## src/rtl/pca_mac.sv

```systemverilog
// Shared multiply-accumulate unit: one 34x34 signed product per cycle into a
// 72-bit accumulator. Depends on nothing but the clock.
`default_nettype none
module pca_mac (
	input  wire                      clk,
	input  wire                      clr,
	input  wire                      en,
	input  wire logic signed [33:0]  a,
	input  wire logic signed [33:0]  b,
	output logic signed [71:0]       acc_q
);
	logic signed [67:0] prod_s1;
	logic               en_s1, clr_s1;

	// Register the product, then accumulate
	always_ff @(posedge clk) begin
		prod_s1 <= a * b;
		en_s1 <= en;
		clr_s1 <= clr;
		if (clr_s1) acc_q <= en_s1 ? 72'(prod_s1) : '0;
		else if (en_s1) acc_q <= acc_q + 72'(prod_s1);
	end
endmodule
`default_nettype wire

```

## config.mk

```make
export PLATFORM = sky130hd
export DESIGN_NAME = pca_mac
export DESIGN_NICKNAME = d
export VERILOG_FILES = /design/src/rtl/pca_mac.sv
export SDC_FILE = /design/constraint.sdc
export NUM_CORES = 2
export LEC_CHECK = 0
export ABC_AREA = 1
export BUFFER_PORTS_ARGS = -buffer_cell sky130_fd_sc_hd__buf_2
export CORE_MARGIN = 3
export CORE_UTILIZATION = 40
export CTS_CLUSTER_SIZE = 30
export DETAILED_ROUTE_END_ITERATION = 8
export GPL_TIMING_DRIVEN = 0
export SYNTH_ARGS = -nofsm -noshare
export SYNTH_HDL_FRONTEND = slang
export SYNTH_SLANG_ARGS = --single-unit
```

## constraint.sdc

```tcl
create_clock -name clk -period 9.65 [get_ports clk]
set_input_delay 0.965 -clock clk [delete_from_list [all_inputs] [get_ports clk]]
set_output_delay 0.965 -clock clk [all_outputs]
set_load 0.03 [all_outputs]
```

### Yosys cells after proc, flatten, opt, wreduce, memory -nomap -nowiden

Cells that the tools add are included.
Widths: inputs -> output; s select.

| operators by class | value |
|---|---|
| add/subtract/negate cells | 1 |
| $mul | 1 |
| multiplexer cells | 3 |
| reductions and logical operators | 1 |

Operators with widths:

| cell | count |
|---|---|
| $mux 72 | 3 |
| $add 72x68->72 | 1 |
| $mul 34x34->68 | 1 |
| $reduce_bool 2->1 | 1 |

| storage, ports and cells | value |
|---|---|
| output and inout bits | 72 |
| word-level logic and storage cells | 10 |
| register bits after elaboration | 142 |
| bits of input ports | 71 |

### Depth between registers and ports, before layout

| logic depth | value |
|---|---|
| word-level depth | 3 |
| gate-level depth with buffers | 33 |
| mapped depth without buffers | 31 |

### Worst setup path before layout

OpenSTA, ideal clock, no wires.

| path | value |
|---|---|
| path type | input -> register |
| start point | in a[33] |
| end point | reg prod_s1[67] |
| stages on the path | 26 |
| setup slack | 1.568 ns |
| setup time | 0.112 ns |
| path buffers | 2 |
| required time | 9.538 ns |
| arrival | 7.970 ns |
| cells stage by stage | clkbuf_1 > clkbuf_1 > nand2_1 > inv_1 > fa_1 > inv_1 > fa_1 > inv_1 > fa_1 > inv_1 > fa_1 > inv_1 > fa_1 > fa_1 > fa_1 > fa_1 > ha_1 > nand2_1 > nor2_1 > inv_1 > nor2_1 > inv_1 > nor4_2 > a21oi_1 > nand2_1 > nand2_1 |

| between the ends | value |
|---|---|
| cells in the longest elaborated chain, start to end | 1 |

RTL lines:

| what | line | source |
|---|---|---|
| from (decl) | 8 | `input wire logic signed [33:0] a,` |
| $mul 34x34->68 | 17 | `prod_s1 <= a * b;` |
| to (signal assigned) | 17 |  |
| to (decl) | 12 | `logic signed [67:0] prod_s1;` |

No other way between the ends.
A chain may end at the register's enable or synchronous reset.

### Final worst setup path

| path | value |
|---|---|
| start point | in b[6] |
| end point | reg prod_s1[43] |

| between the ends | value |
|---|---|
| cells in the longest elaborated chain, start to end | 1 |

RTL lines:

| what | line | source |
|---|---|---|
| from (decl) | 9 | `input wire logic signed [33:0] b,` |
| $mul 34x34->68 | 17 |  |

No other way between the ends.

==> metrics.md <==
| Metric | Value |
|---|---|
| Status | `finished with violations` |
| Violated checks | `max-capacitance violations, max-slew violations` |
| Commonest cells after routing, fill and taps aside | `inv_1, nand2_1, fa_1` |
| RSZ-0062 raised after global routing | `false` |
| Critical Path End | `prod_s1[43]$_DFF_P_` |
| Buf/Inv on CP | `10` |
| Gpl congestion | `1.02` |
| Synth area leaders | `fa_1, inv_1, nand2_1` |
| Worst-Margin Slew | `1.58 ns` |
| Clock buffer depth | `2` |
| Clock Latency Late Sink | `0.46 ns` |
| Area growth from synthesis to layout | `6.17%` |
| Synth Cell Area | `0.0544 sq mm` |
| First-pass GRT wire length | `347000 um` |
| Area leader, netlist | `fa_1` |
| # rows | `134` |
| Yosys warns | `0` |
| CTS clk-pin slew, worst paths | `0.07 ns` |
| Crit path max-delay family | `adder cells` |
| Fin. max-slew vios | `33` |
| GR Util All Layers | `34.6%` |
| Vias per cell | `5.21` |
| Critical path launch point | `b[6]` |
| Top-area cell type share of the netlist area | `45.7%` |
| Fin crit period | `9.48 ns` |
| Clk sinks | `142` |
| Sequential fraction of the synthesis area | `6.54%` |
| Drt pass-1 iters | `6` |
| Die Wd | `375 um` |
| Most common cell after layout, fill and taps aside | `inv_1` |
| Pre-CTS WS | `-1.04 ns` |
| Initial Utilization | `40.5%` |
| RR Startpoint | `prod_s1[0]$_DFF_P_` |
| Worst setup EP type | `register` |
| Dpl cells | `9129` |
| Worst r2r path cells | `17` |
| Hold/Removal Path Class | `reg2reg` |
| CTS Buf Count | `17` |
| Most used flip-flop cell after synthesis | `edfxtp_1` |
| Seq cells post-synth | `142` |
| Critical Path Fanout Max | `10` |
| Hold buffer count at cts | `0` |
| CTS tree | `built` |
| Tcrit/Tclk final | `98.2%` |
| Post-route antenna net violation count | `0` |
| Vias | `47784` |
| CP max stage delay | `0.97 ns` |
| Root Driver | `clkbuf_16` |
| Final wirelength | `240000 um` |
| Core Footprint | `0.134 sq mm` |
| Largest net degree at the start of global routing | `38` |
| H-Tree Depth | `4` |
| First DRT Iteration DRCs | `4485` |
| Kind of critical path | `in2reg` |
| Final layout net count | `8973` |
| FF-to-FF End | `acc_q[62]$_DFFE_PP_` |
| Vert. Die Dim | `375 um` |
| Fin worst setup slack | `0.169 ns` |
| Final HPWL DP | `203000 um` |
| Type of origin of the critical path | `input port` |
| GR Overflow Total | `0` |
| Relative slew slack | `-5.33%` |
| Vias in the first global route | `50321` |
| Initial antenna violation count | `10` |
| Setup violation total in the final timing report | `0` |
| Drc violations | `0` |
| Slowest CP cell | `buf_1` |
| Max-Cap Viols | `4` |
| Crit path required time | `9.95 ns` |
| CP arrival | `9.78 ns` |
| Net Count, Synth | `8871` |
| FMAX | `105 MHz` |
| Final hold vios | `0` |
| WP depth | `29` |
| WL per Instance | `26.2 um` |
| Reg2reg setup slack | `6.09 ns` |
| IO Count | `143` |
| Port-buffer cells | `75` |
| Number of synthesized flops with an enable pin | `72` |
| Mapped Cells | `7283` |
| Layout Cells excl Fill | `9174` |
| Clock Skews | `0.0241 ns` |
| Fraction of registers with async set/reset | `0%` |
| Die area | `0.141 sq mm` |
| Post-synthesis area per instance | `7.48 sq um` |
| Distinct cells, synth | `42` |
| Layout cells sized above 1 | `2.62%` |
cell type report:
type,count,area (sq um)
diodes,8,20.0
plain buffers,286,1090
clock buffers,18,439
clock inverters,14,168
fillers,14122,76500
inverters,2214,8320
multi-input cells,4641,41500
flip-flops and latches,142,3560
well taps,1768,2210
repair buffers,83,488
through the flow:
step           hold WS [ns]  util [%]  area, sq um  TNS (ns)
6_report              0.543      43.0        57800         0
5_1_grt               0.569      43.0        57800         0
4_1_cts               0.548      43.0        57700         0
3_5_place_dp          0.531      42.5        57100    -14.77
3_3_place_gp          0.528      42.5        57000    -19.65
2_1_floorplan         0.506         -        54400         0
timing repair:
action                     CTS  global route
setup endpoints to repair   16            18
hold endpoints to repair     0             0
setup buffers                2             2
gates resized for setup      8            14
worst min-delay path by stage:
stage | end | cells past startpoint | slack [ns] | startpoint
floorplan | acc_q[30]$_DFFE_PP_ | 2 | 0.51 | prod_s1[30]$_DFF_P_
global placement | acc_q[10]$_DFFE_PP_ | 2 | 0.53 | prod_s1[10]$_DFF_P_
detailed placement | acc_q[10]$_DFFE_PP_ | 2 | 0.53 | prod_s1[10]$_DFF_P_
CTS | acc_q[10]$_DFFE_PP_ | 2 | 0.55 | prod_s1[10]$_DFF_P_
global route | acc_q[29]$_DFFE_PP_ | 2 | 0.57 | prod_s1[29]$_DFF_P_
finish | acc_q[28]$_DFFE_PP_ | 2 | 0.54 | prod_s1[28]$_DFF_P_
sequential cells by signal, summed over array words and instances (netlist names):
register  count
prod_s1      68
en_s1         1
acc_q        72
clr_s1        1
cells by family (layout without fill, tap and decap cells):
group / count (synthesis) / in the layout / synth area share [%]
simple gates: 2717 / 2717 / 19.8
fa+ha+maj: 1517 / 1517 / 52.0
xor+xnor: 61 / 61 / 0.981
compound gates: 346 / 346 / 3.47
flops: 142 / 142 / 6.54
other cells: 0 / 8 / 0
buf+inv: 2500 / 2615 / 17.2
metal layers:
| layer | up-vias | wire (um) | GRT usage, % |
|---|---|---|---|
| met2 | 2612 | 107000 | 54.6 |
| li1 | 20653 | - | - |
| met4 | 4 | 18200 | 21.1 |
| met3 | 637 | 25100 | 8.95 |
| met1 | 23878 | 89900 | 42.5 |
| met5 | - | 58 | 0.274 |
worst min-delay path, stage by stage (launching register included):
cell and delay (ns):
dfxtp_1 0.33, nand2_1 0.05, nand2_1 0.05
Yosys cell counts (all sizes together) (5+ instances only):
master and number:
ha 275, xor2 46, fa 1242, dfxtp 70, edfxtp 72, nor4 11, nand3b 16, nand4 28
a21oi 182, o21ai 111, xnor2 15, inv 2214, o21a 6, o21bai 25, nor2 339, nand2 2129
nor3 23, or2 13, nand3 157, buf 5, a21o 7, clkbuf 281
Power is not shown: default switching activity piles up to over one toggle a cycle in this logic, so the estimate is an artifact.
