`src/rtl/pca_pkg.sv`:
```
// Shared types, constants and CORDIC angle table for the pose compose accumulator.
// Used by the CORDIC unit and the top level.
`default_nettype none
package pca_pkg;
	localparam int CordicStepsDef = 14;
	localparam int AtanEntries = 20;
	localparam logic signed [15:0] PiQ13 = 16'sd25736;
	localparam logic signed [17:0] TwoPiQ13 = 18'sd51472;
	localparam logic signed [31:0] PiQ24 = 32'sd52707179;
	localparam logic signed [31:0] HalfPiQ24 = 32'sd26353589;
	localparam logic signed [33:0] InvGain = 34'sd652032874;
	localparam logic signed [15:0] OneQ14 = 16'sd16384;

	typedef enum logic [0:0] {
		CMD_LOAD = 1'b0,
		CMD_COMPOSE = 1'b1
	} cmd_t;

	typedef enum logic [2:0] {
		ST_IDLE,
		ST_CORDIC,
		ST_PREP,
		ST_BUILD,
		ST_TRANS,
		ST_ROT,
		ST_OUT
	} state_t;

	function automatic logic signed [31:0] atan_q24(input logic [4:0] idx);
		case (idx)
			5'd0: atan_q24 = 32'sd13176795;
			5'd1: atan_q24 = 32'sd7778716;
			5'd2: atan_q24 = 32'sd4110060;
			5'd3: atan_q24 = 32'sd2086331;
			5'd4: atan_q24 = 32'sd1047214;
			5'd5: atan_q24 = 32'sd524117;
			5'd6: atan_q24 = 32'sd262123;
			5'd7: atan_q24 = 32'sd131069;
			5'd8: atan_q24 = 32'sd65536;
			5'd9: atan_q24 = 32'sd32768;
			5'd10: atan_q24 = 32'sd16384;
			5'd11: atan_q24 = 32'sd8192;
			5'd12: atan_q24 = 32'sd4096;
			5'd13: atan_q24 = 32'sd2048;
			5'd14: atan_q24 = 32'sd1024;
			5'd15: atan_q24 = 32'sd512;
			5'd16: atan_q24 = 32'sd256;
			5'd17: atan_q24 = 32'sd128;
			5'd18: atan_q24 = 32'sd64;
			5'd19: atan_q24 = 32'sd32;
			default: atan_q24 = 32'sd0;
		endcase
	endfunction
endpackage
`default_nettype wire

```
`src/rtl/pca_cordic.sv`:
```
// Iterative rotation-mode CORDIC: one micro-rotation per cycle, Q3.13 angle in,
// Q.14 sine and cosine out. Depends on pca_pkg.
`default_nettype none
module pca_cordic #(
	parameter int CordicSteps = pca_pkg::CordicStepsDef
) (
	input  wire                      clk,
	input  wire                      arst_n,
	input  wire                      start,
	input  wire logic signed [15:0]  angle,
	output logic                     done,
	output logic signed [15:0]       sin_q14,
	output logic signed [15:0]       cos_q14
);
	import pca_pkg::*;

	localparam int Steps = (CordicSteps < AtanEntries) ? CordicSteps : AtanEntries;

	logic signed [33:0] x_q, y_q;
	logic signed [31:0] z_q;
	logic               neg_q, busy_q;
	logic [4:0]         step_q;
	logic signed [17:0] a_w;
	logic signed [31:0] z_w;
	logic signed [33:0] xs, ys, xf, yf, xr, yr;

	// Wrap the angle and scale it to Q.24; the fold into the right half plane happens at start
	always_comb begin
		a_w = 18'(angle);
		if (a_w >= 18'(PiQ13)) a_w = a_w - TwoPiQ13;
		if (a_w < -18'(PiQ13)) a_w = a_w + TwoPiQ13;
		z_w = 32'(a_w) <<< 11;
	end

	assign xs = x_q >>> step_q;
	assign ys = y_q >>> step_q;

	// Run micro-rotations
	always_ff @(posedge clk or negedge arst_n) begin
		if (!arst_n) begin
			busy_q <= 1'b0;
			done <= 1'b0;
			step_q <= '0;
			x_q <= '0;
			y_q <= '0;
			z_q <= '0;
			neg_q <= 1'b0;
		end else begin
			done <= 1'b0;
			if (start) begin
				busy_q <= 1'b1;
				step_q <= '0;
				x_q <= InvGain;
				y_q <= '0;
				if (z_w > HalfPiQ24) begin
					z_q <= z_w - PiQ24; neg_q <= 1'b1;
				end else if (z_w < -HalfPiQ24) begin
					z_q <= z_w + PiQ24; neg_q <= 1'b1;
				end else begin
					z_q <= z_w; neg_q <= 1'b0;
				end
			end else if (busy_q) begin
				if (z_q >= 0) begin
					x_q <= x_q - ys; y_q <= y_q + xs; z_q <= z_q - atan_q24(step_q);
				end else begin
					x_q <= x_q + ys; y_q <= y_q - xs; z_q <= z_q + atan_q24(step_q);
				end
				step_q <= step_q + 5'd1;
				if (step_q == 5'(Steps - 1)) begin
					busy_q <= 1'b0;
					done <= 1'b1;
				end
			end
		end
	end

	// Negate, round to Q.14 and clamp
	always_comb begin
		xf = neg_q ? -x_q : x_q;
		yf = neg_q ? -y_q : y_q;
		xr = (xf + 34'sd32768) >>> 16;
		yr = (yf + 34'sd32768) >>> 16;
		if (xr > 34'(OneQ14)) cos_q14 = OneQ14;
		else if (xr < -34'(OneQ14)) cos_q14 = -OneQ14;
		else cos_q14 = xr[15:0];
		if (yr > 34'(OneQ14)) sin_q14 = OneQ14;
		else if (yr < -34'(OneQ14)) sin_q14 = -OneQ14;
		else sin_q14 = yr[15:0];
	end

	cordic_steps_bounded: assert property (@(posedge clk) disable iff (!arst_n)
		busy_q |-> step_q < 5'(Steps)) else $error("cordic step overran");
	cordic_done_pulse: assert property (@(posedge clk) disable iff (!arst_n)
		done |=> !done) else $error("done held");
	cordic_start_idle: assert property (@(posedge clk) disable iff (!arst_n)
		start |=> busy_q) else $error("start lost");
endmodule
`default_nettype wire

```
`config.mk`:
```
export PLATFORM = sky130hd
export DESIGN_NAME = pca_cordic
export DESIGN_NICKNAME = d
export VERILOG_FILES = /design/src/rtl/pca_pkg.sv /design/src/rtl/pca_cordic.sv
export SDC_FILE = /design/constraint.sdc
export NUM_CORES = 1
export LEC_CHECK = 0
export ABC_AREA = 1
export BUFFER_PORTS_ARGS = -buffer_cell sky130_fd_sc_hd__buf_2
export CORE_MARGIN = 2
export CORE_UTILIZATION = 49
export DETAILED_ROUTE_END_ITERATION = 12
export PLACE_DENSITY = 0.65
export SYNTH_ARGS = -nofsm -noshare
export SYNTH_HDL_FRONTEND = slang
export SYNTH_SLANG_ARGS = --single-unit
```
`constraint.sdc`:
```
create_clock -name clk -period 7.9 [get_ports clk]
set_clock_uncertainty 0.1 [all_clocks]
set_input_delay 0.79 -clock clk [delete_from_list [all_inputs] [get_ports clk]]
set_output_delay 0.79 -clock clk [all_outputs]
set_load 0.05 [all_outputs]
```
* Word-level counts from Yosys, hierarchy flattened *
Memory sizes are Yosys's and may differ from the RTL's.
Index checks and enable logic that the tools add are counted.

word-level totals
  flip-flop bits (word level) = 108
  ROM bits = 1536
  input port bits = 19
  output and inout bits = 33
  logic and storage cells = 72
  memories = 2

cells by class
  add/sub/neg operators = 15
  magnitude comparators = 9
  eq/ne operators = 1
  shifts and indexed selects = 2
  mux-type cells = 35
  reduce and logical (&&, ||, !) cells = 1

memory list
  name              depth  bits a word  read ports  clocked after memory_dff  write ports  line           source
  (name not given)  32     24           1           0                         0            pca_pkg.sv:30  case (idx)
  (name not given)  32     24           1           0                         0            pca_pkg.sv:30

operators with widths
  cell                                                                number
  two-way mux 32 bit                                                  11
  two-way mux 34 bit                                                  8
  adder 34 x 17 -> 34 bit, second input constant                      2
  adder 34 bit                                                        2
  negator 34 bit                                                      2
  >>> shifter 34 x 5 -> 34 bit                                        2
  subtractor 34 bit                                                   2
  two-way mux 16 bit                                                  4
  > comparator 18 x 16 -> 1 bit, second input constant                2
  < comparator 18 x 15 -> 1 bit, second input constant                2
  two-way mux 18 bit                                                  2
  adder 32 bit                                                        1
  greater-or-equal comparator 32 x 1 -> 1 bit, second input constant  1
  subtractor 32 bit                                                   1
  adder 29 x 27 -> 30 bit, second input constant                      1
  subtractor 29 x 27 -> 30 bit, second input constant                 1
  > comparator 29 x 26 -> 1 bit, second input constant                1
  < comparator 29 x 26 -> 1 bit, second input constant                1
  adder 18 x 17 -> 18 bit, second input constant                      1
  < comparator 18 x 16 -> 1 bit, second input constant                1
  subtractor 16 x 17 -> 18 bit, second input constant                 1
  greater-or-equal comparator 16 bit, second input constant           1
  two-way mux 5 bit                                                   2
  two-way mux 1 bit                                                   8
  other kinds (3)                                                     3

* Longest topological paths before layout *
Gate-level depths: netlist (run 1).

  word-level depth = 8
  mapped depth = 44

* Worst setup path after synthesis (run 1) *
No wires, ideal clock.

  kind = register -> register
  start point = register step_q[0]
  end point = register y_q[30]
  setup time = 0.127 ns
  arrival = 4.941 ns
  setup slack = 2.732 ns
  stages on the path, launching flop included = 33
  buffers on the path = 3
  clock period less this slack = 5.168 ns
  cells stage by stage = dfrtp_1 > buf_2 > buf_6 > buf_2 > o21ai_0 > o21ai_0 > mux2i_1 > mux2i_1 > or2_2 > nand2_1 > inv_1 > ha_1 > or2_2 > o21ai_0 > fa_1 > inv_1 > nand2_1 > o21ai_0 > a21oi_1 > inv_1 > nand2_1 > nand2_1 > a21boi_0 > o21ai_0 > a21oi_1 > o21ai_0 > nand2_1 > nand2_1 > a21oi_1 > o21ai_0 > nand3_1 > a21oi_1 > o21ai_0

between the ends
  cells in the longest elaborated chain, start to end = 5
  elaborated cells on any way between the ends = 6
  classes of those cells = add/sub (2); shift (1); mux (3)

ends and longest elaborated chain
  item                                               line                                source
  start, declared                                    pca_cordic.sv:22                    logic [4:0] step_q;
  start signal, assigned                             pca_cordic.sv:68                    step_q <= step_q + 5'd1;
  >>> shifter 34 x 5 -> 34 bit *                     pca_cordic.sv:35                    assign xs = x_q >>> step_q;
  subtractor 34 bit or adder 34 bit (tied branches)  pca_cordic.sv:66, pca_cordic.sv:64
  two-way mux 34 bit *                               pca_cordic.sv:63                    if (z_q >= 0) begin
  two-way mux 34 bit *                               pca_cordic.sv:62                    end else if (busy_q) begin
  two-way mux 34 bit *                               pca_cordic.sv:50                    if (start) begin
  end signal, assigned                               pca_cordic.sv:64                    x_q <= x_q - ys; y_q <= y_q + xs; z_q <= z_q - atan_q24(step_q);
  end signal, assigned                               pca_cordic.sv:66                    x_q <= x_q + ys; y_q <= y_q - xs; z_q <= z_q + atan_q24(step_q);
  end, declared                                      pca_cordic.sv:19                    logic signed [33:0] x_q, y_q;

Mark *: on every way between the ends. The rest lies on a longest branch, timed or not. The select of a mux whose other input is x is not followed.
A chain may end at the register's enable or synchronous reset.

* Final worst setup path (run 1) *
  start point = register step_q[1]
  end point = register x_q[33]

between the ends
  cells in the longest elaborated chain, start to end = 5
  elaborated cells on any way between the ends = 6
  classes of those cells = add/sub (2); shift (1); mux (3)

ends and longest elaborated chain
  item                                               line                                source
  >>> shifter 34 x 5 -> 34 bit *                     pca_cordic.sv:36                    assign ys = y_q >>> step_q;
  adder 34 bit or subtractor 34 bit (tied branches)  pca_cordic.sv:66, pca_cordic.sv:64
  two-way mux 34 bit *                               pca_cordic.sv:63
  two-way mux 34 bit *                               pca_cordic.sv:62
  two-way mux 34 bit *                               pca_cordic.sv:50
  end signal, assigned                               pca_cordic.sv:53                    x_q <= InvGain;
  end signal, assigned                               pca_cordic.sv:64
  end signal, assigned                               pca_cordic.sv:66
  end, declared                                      pca_cordic.sv:19

Marks and branches as above.

==> run_results.csv, run 1 <==
group,metric,value,unit
sta,fin_crit_sh,86.58,%
floorplan,dieArea,0.03972,sq mm
drt,ant_nets,0,
worst_setup_path,required,8140,ps
logic_synthesis,synthAdderAreaFrac,7.952,%
logic_synthesis,yosysTopAreaCell,"nand2_1",
drt,route.detailed.drc,0,
logic_synthesis,ys_async_sr_fraction,100.0,%
worst_setup_path,max_stage_delay,790,ps
sta,finalHoldViolCount,0,
worst_setup_path,cp-end-kind,"register",
cells_and_area,nFillCells,4009,
place,post-dp-hpwl,48860,um
global_routing,grt_pass1_wl,100600,um
cells_and_area,n_antenna_cell,0,
logic_synthesis,yosys.area_share.xor_xnor,8.903,%
logic_synthesis,yosysUniqueCellTypes,59,
logic_synthesis,synth-compound-area-share,21.66,%
floorplan,start_util,49.74,%
worst_setup_path,crit_path_max_fanout,41,
worst_setup_path,path_class,"register to register",
logic_synthesis,synth_top_family_by_area,"simple AND/OR/NAND/NOR gates",
clock_network,cts.sinks,108,
global_routing,grt_max_degree,77,
sta,tns,0,ps
global_routing,grt_usage,31.53,%
place,place.gp.congestion,0.9559,
logic_synthesis,synth_edf_count,0,
floorplan,die_y,199.3,um
logic_synthesis,syn_area,0.01869,sq mm
cells_and_area,nNetsFinal,3362,
logic_synthesis,yosysWarnings,0,
clock_network,clock_latency,410,ps
global_routing,grt_overflow_total,0,
worst_setup_path,cp-start-kind,"register",
logic_synthesis,avgSynthCellArea,5.734,sq um
clock_network,cts_max_path_buffers,2,
floorplan,row_count,71,
sta,rsz0062_at_grt,"no",
clock_network,cts_tree,"done",
worst_setup_path,crit_top_cell,"nor2_1",
sta,post-route-min-period,6840,ps
cells_and_area,syn2layout_area_growth,4.706,%
clock_network,postCtsHoldBufs,0,
worst_setup_path,crit_slowest_cell,"a2111oi_0",
drt,wl_per_cell,16.58,um
clock_network,cts_setup_buffers,0,
global_routing,grt_pass1_vias,19950,
clock_network,post_cts_resized,0,
drt,first_pass_iters,6,
logic_synthesis,synth_commonest_cells,"nand2_1, inv_1, o21ai_0",
cells_and_area,final_layout_size_suffix_gt1_share,5.540,%
global_routing,antenna_found_initial,1,
drt,viasPerCell,5.651,
clock_network,numCtsBuffers,9,
clock_network,cts.htree.levels,3,
clock_network,clockRootBuffer,"clkbuf_16",
logic_synthesis,post-synth-top-count-cell,"nand2_1",
logic_synthesis,synthCells,3260,
sta,setup_viol,0,
worst_setup_path,crit_arrival,7080,ps
logic_synthesis,synth_area_leaders,"nand2_1, dfrtp_1, o21ai_0, inv_1, ha_1",
drt,vias,21150,
place,io_buffer_count,51,
hold_path,hold_path.class,"input port to asynchronous set/reset pin",
outcome,status,"finished clean",
sta,worst_slew_pin_slew,1077,ps
logic_synthesis,yosys.area_share.simple,35.14,%
sta,max_freq,146.2,MHz
flow_run,cap_viol_max_count,0,
floorplan,die_w,199.3,um
sta,timing.slew.headroom,28.11,%
logic_synthesis,synth.top_cell.area_share,18.21,%
logic_synthesis,synth.net_count,3396,
drt,drt-total-wl,62050,um
drt,drtIter0Drc,1589,
floorplan,ioPinCount,52,
sta,final_max_slew_viol_count,0,
logic_synthesis,synthFlopType,"dfrtp_1",
floorplan,core_area,0.03758,sq mm
logic_synthesis,ys_seq_area_share,14.46,%
clock_network,clk_pin_slew_worst_paths,90,ps
logic_synthesis,synthMuxAreaShare,0.8568,%
logic_synthesis,synth-seq-cells,108,
## worst max-delay path: cells and delay by family (launching register included)
kind | cells | cell delay (ps)
buffers and inverters | 4 | 1090
muxes | 2 | 470
AOI/OAI and AO/OA | 6 | 1880
xor gates and xnor gates | 3 | 570
adders and majority gates | 2 | 490
DFF | 1 | 390
and+or+nand+nor | 13 | 1740
## per-layer routing
metal  track usage, %  routed length [um]  up-vias
met3            4.169                3418      137
met2            55.34               29710      679
met1            38.50               26490     9677
li1                 -                   -    10650
met5                0                   0        -
met4            13.68                2427        0
## cell families after synthesis
family          Yosys count
mux                      16
buf+inv                 528
flops                   108
xor+xnor                190
compound gates          741
fa+ha+maj               117
simple gates           1560
## state kept, by name (all words and copies together) (netlist names)
| name | cells |
|---|---|
| busy_q | 1 |
| done | 1 |
| neg_q | 1 |
| step_q | 5 |
| x_q | 34 |
| y_q | 34 |
| z_q | 32 |
## layout by cell type (no fill, tap or decap), types with 4 or more instances in the layout
cell type  Yosys  routed
nand2_2       20      20
xnor2_1       49      49
o221ai_1       7       7
nor4_1        14      14
dfrtp_1      108     105
clkbuf_16      0       9
nand3b_1       4       4
nand3_1      175     175
a31oi_1       14      14
or2_2         24      24
inv_2          9      12
nor2_2        10      13
o21bai_1       5       5
nor2_1       296     292
nand4_1       47      47
a21oi_1      226     226
o211ai_1      19      19
buf_4          1      19
mux2i_1       16      16
inv_1        402     400
nor3_1        40      40
o31ai_1        6       6
o21ai_0      344     344
nand2_1      907     907
xor2_1       141     141
o21a_1        12      12
o21ai_1       23      23
ha_1         114     114
a22o_1         5       5
buf_2         31      50
o22ai_1       55      55
nand2_4        6       6
## path summary, 6_finish.rpt
path                        endpoint       from  depth (start not counted)  slack, ps
max                          x_q[33]  step_q[1]                         30       1060
min                          y_q[25]     arst_n                          1        300
max reg2reg                  x_q[33]  step_q[1]                         30       1060
min reg2reg                  z_q[17]    z_q[17]                          2        420
max in group asynchronous  step_q[0]     arst_n                          2       5940
min in group clk             z_q[17]    z_q[17]                          2        420
## cell type report
| class | instances | area, sq um | share of cell area, % |
|---|---|---|---|
| clock buffers | 9 | 225.2 | 1.151 |
| clock inverters | 7 | 92.59 | 0.4731 |
| inverters | 413 | 1550 | 7.921 |
| multi-input cells | 2624 | 13940 | 71.24 |
| flip-flops and latches | 108 | 2709 | 13.84 |
| well taps | 511 | 639.4 | 3.267 |
| repair buffers | 70 | 412.9 | 2.110 |
## metrics by stage
step | hold slack (ps) | setup slack, ps | cells | util [%] | instance area [sq um]
6_report | 295.3 | 1060 | 3742 | 52.08 | 19570
5_1_grt | 336.6 | 261.7 | 3742 | 52.08 | 19570
4_1_cts | 308.7 | 1113 | 3742 | 52.08 | 19570
3_5_place_dp | 378.6 | 1155 | 3726 | 51.24 | 19250
3_3_place_gp | 378.1 | 1224 | 3726 | 51.24 | 19250
2_1_floorplan | 355.2 | 2732 | 3260 | - | 18690
Power of run 1 is left out: the tool's default activity adds up to more than one toggle a clock period on the data nets, which glitch-free logic cannot reach.
==> run 2: changes to the inputs <==
CORE_UTILIZATION = 41   (was 49)
PLACE_DENSITY = default   (was 0.65)
==> run_results.csv, run 2 (synthesized netlist as in run 1, its figures left out) <==
group,metric,value,unit
outcome,status,"finished clean",
drt,route.detailed.drc,0,
drt,dr_wl_met2,30390,um
worst_setup_path,rrSetupSlack,1070,ps
floorplan,ioPinCount,52,
worst_setup_path,rr_worst_depth,33,
floorplan,start_util,41.37,%
worst_setup_path,r2r_end,"x_q[29]",
clock_network,clockRootBuffer,"clkbuf_16",
drt,drt-total-wl,64900,um
sta,finalHoldViolCount,0,
clock_network,post_cts_resized,0,
drt,ant_nets,0,
sta,worst_slew_pin_slew,1030,ps
cells_and_area,final_core_util,43.50,%
floorplan,dieArea,0.04731,sq mm
worst_setup_path,required,8100,ps
place,io_buffer_count,51,
worst_setup_path,crit_path_max_fanout,55,
drt,first_pass_iters,7,
sta,max_freq,146.4,MHz
drt,viasPerCell,5.557,
global_routing,grt_max_degree,75,
worst_setup_path,path_class,"register to register",
sta,fin_crit_sh,86.46,%
cells_and_area,syn2layout_area_growth,5.154,%
clock_network,cts.htree.levels,3,
sta,post-route-min-period,6831,ps
clock_network,cts_setup_buffers,0,
sta,tns,0,ps
floorplan,core_area,0.04519,sq mm
place,place.gp.congestion,0.9372,
drt,top_layer,"met4",
clock_network,cts_tree,"done",
clock_network,cts_max_path_buffers,2,
cells_and_area,nFillCells,4986,
global_routing,grt_usage,27.36,%
global_routing,grt_overflow_total,0,
worst_setup_path,max_stage_delay,700,ps
cells_and_area,n_antenna_cell,0,
global_routing,antenna_found_initial,0,
floorplan,row_count,78,
sta,setup_viol,0,
sta,timing.slew.headroom,31.13,%
clock_network,cts.sinks,108,
worst_setup_path,crit_arrival,7030,ps
cells_and_area,regArea,0.002710,sq mm
sta,final_max_slew_viol_count,0,
clock_network,clock_latency,410,ps
cells_and_area,final_layout_size_suffix_gt1_share,5.571,%
cells_and_area,layout_common_cells,"nand2_1, inv_1, o21ai_0, nor2_1, a21oi_1",
drt,wl_per_cell,16.94,um
worst_setup_path,startpoint,"step_q[0]",
sta,rsz0062_at_grt,"no",
drt,drtIter0Drc,1652,
worst_setup_path,crit_slowest_cell,"dfrtp_4",
flow_run,cap_viol_max_count,0,
worst_setup_path,cp-start-kind,"register",
place,post-dp-hpwl,50810,um
clock_network,numCtsBuffers,9,
clock_network,clk_pin_slew_worst_paths,90,ps
floorplan,die_y,217.5,um
drt,vias,21290,
worst_setup_path,r2r-start,"step_q[0]",
cells_and_area,nNetsFinal,3362,
clock_network,postCtsHoldBufs,0,
global_routing,grt_pass1_vias,19980,
hold_path,hold_path.class,"input port to asynchronous set/reset pin",
drt,m1WireLength,29140,um
cells_and_area,largestRegisters,"x_q (34), y_q (34), z_q (32)",
cells_and_area,multi_input_area,0.01394,sq mm
floorplan,die_w,217.5,um
cells_and_area,final_common_cell,"nand2_1",
drt,met3_length,2871,um
worst_setup_path,cp-end-kind,"register",
global_routing,grt_pass1_wl,104700,um
run 2: worst max-delay path by stage:
stage,cells past startpoint,slack [ps],endpoint
finish,33,1070,x_q[29]
global route,32,440,y_q[30]
CTS,32,1280,y_q[30]
detailed placement,32,1340,y_q[30]
global placement,33,1450,y_q[30]
floorplan,32,2730,y_q[30]
run 2: layer usage:
layer | vias up | global-route usage, %
li1 | 10670 | -
met1 | 9886 | 35.04
met2 | 624 | 47.29
met3 | 113 | 2.775
met4 | 0 | 10.34
met5 | - | 0
run 2: stage by stage:
step	setup WS, ps	instance area, sq um	cells	hold slack, ps
5_1_grt	444.3	19660	3831	407.5
2_1_floorplan	2732	18690	3260	355.2
4_1_cts	1279	19660	3831	387.9
6_report	1069	19660	3831	362.9
3_3_place_gp	1448	19350	3815	380.3
3_5_place_dp	1343	19350	3815	386.1
run 2: cell type report:
cell class / count / area share (%)
inverter: 413 / 7.887
sequential: 108 / 13.79
multi-input combinational: 2624 / 70.93
timing repair buffer: 70 / 2.037
clock buffer: 9 / 1.146
clock inverter: 7 / 0.3883
tap: 600 / 3.819
run 2: critical path: cells and delay by family, from the launching register on:
kind	cells	cell delay (ps)
AO/OA/AOI/OAI	11	2610
XOR/XNOR	2	270
adder cells (fa/ha/maj)	2	530
buffers and inverters	7	1100
flip-flops	1	700
multiplexers	1	280
AND/OR/NAND/NOR	10	1150
Power of run 2 is left out for the same reason.
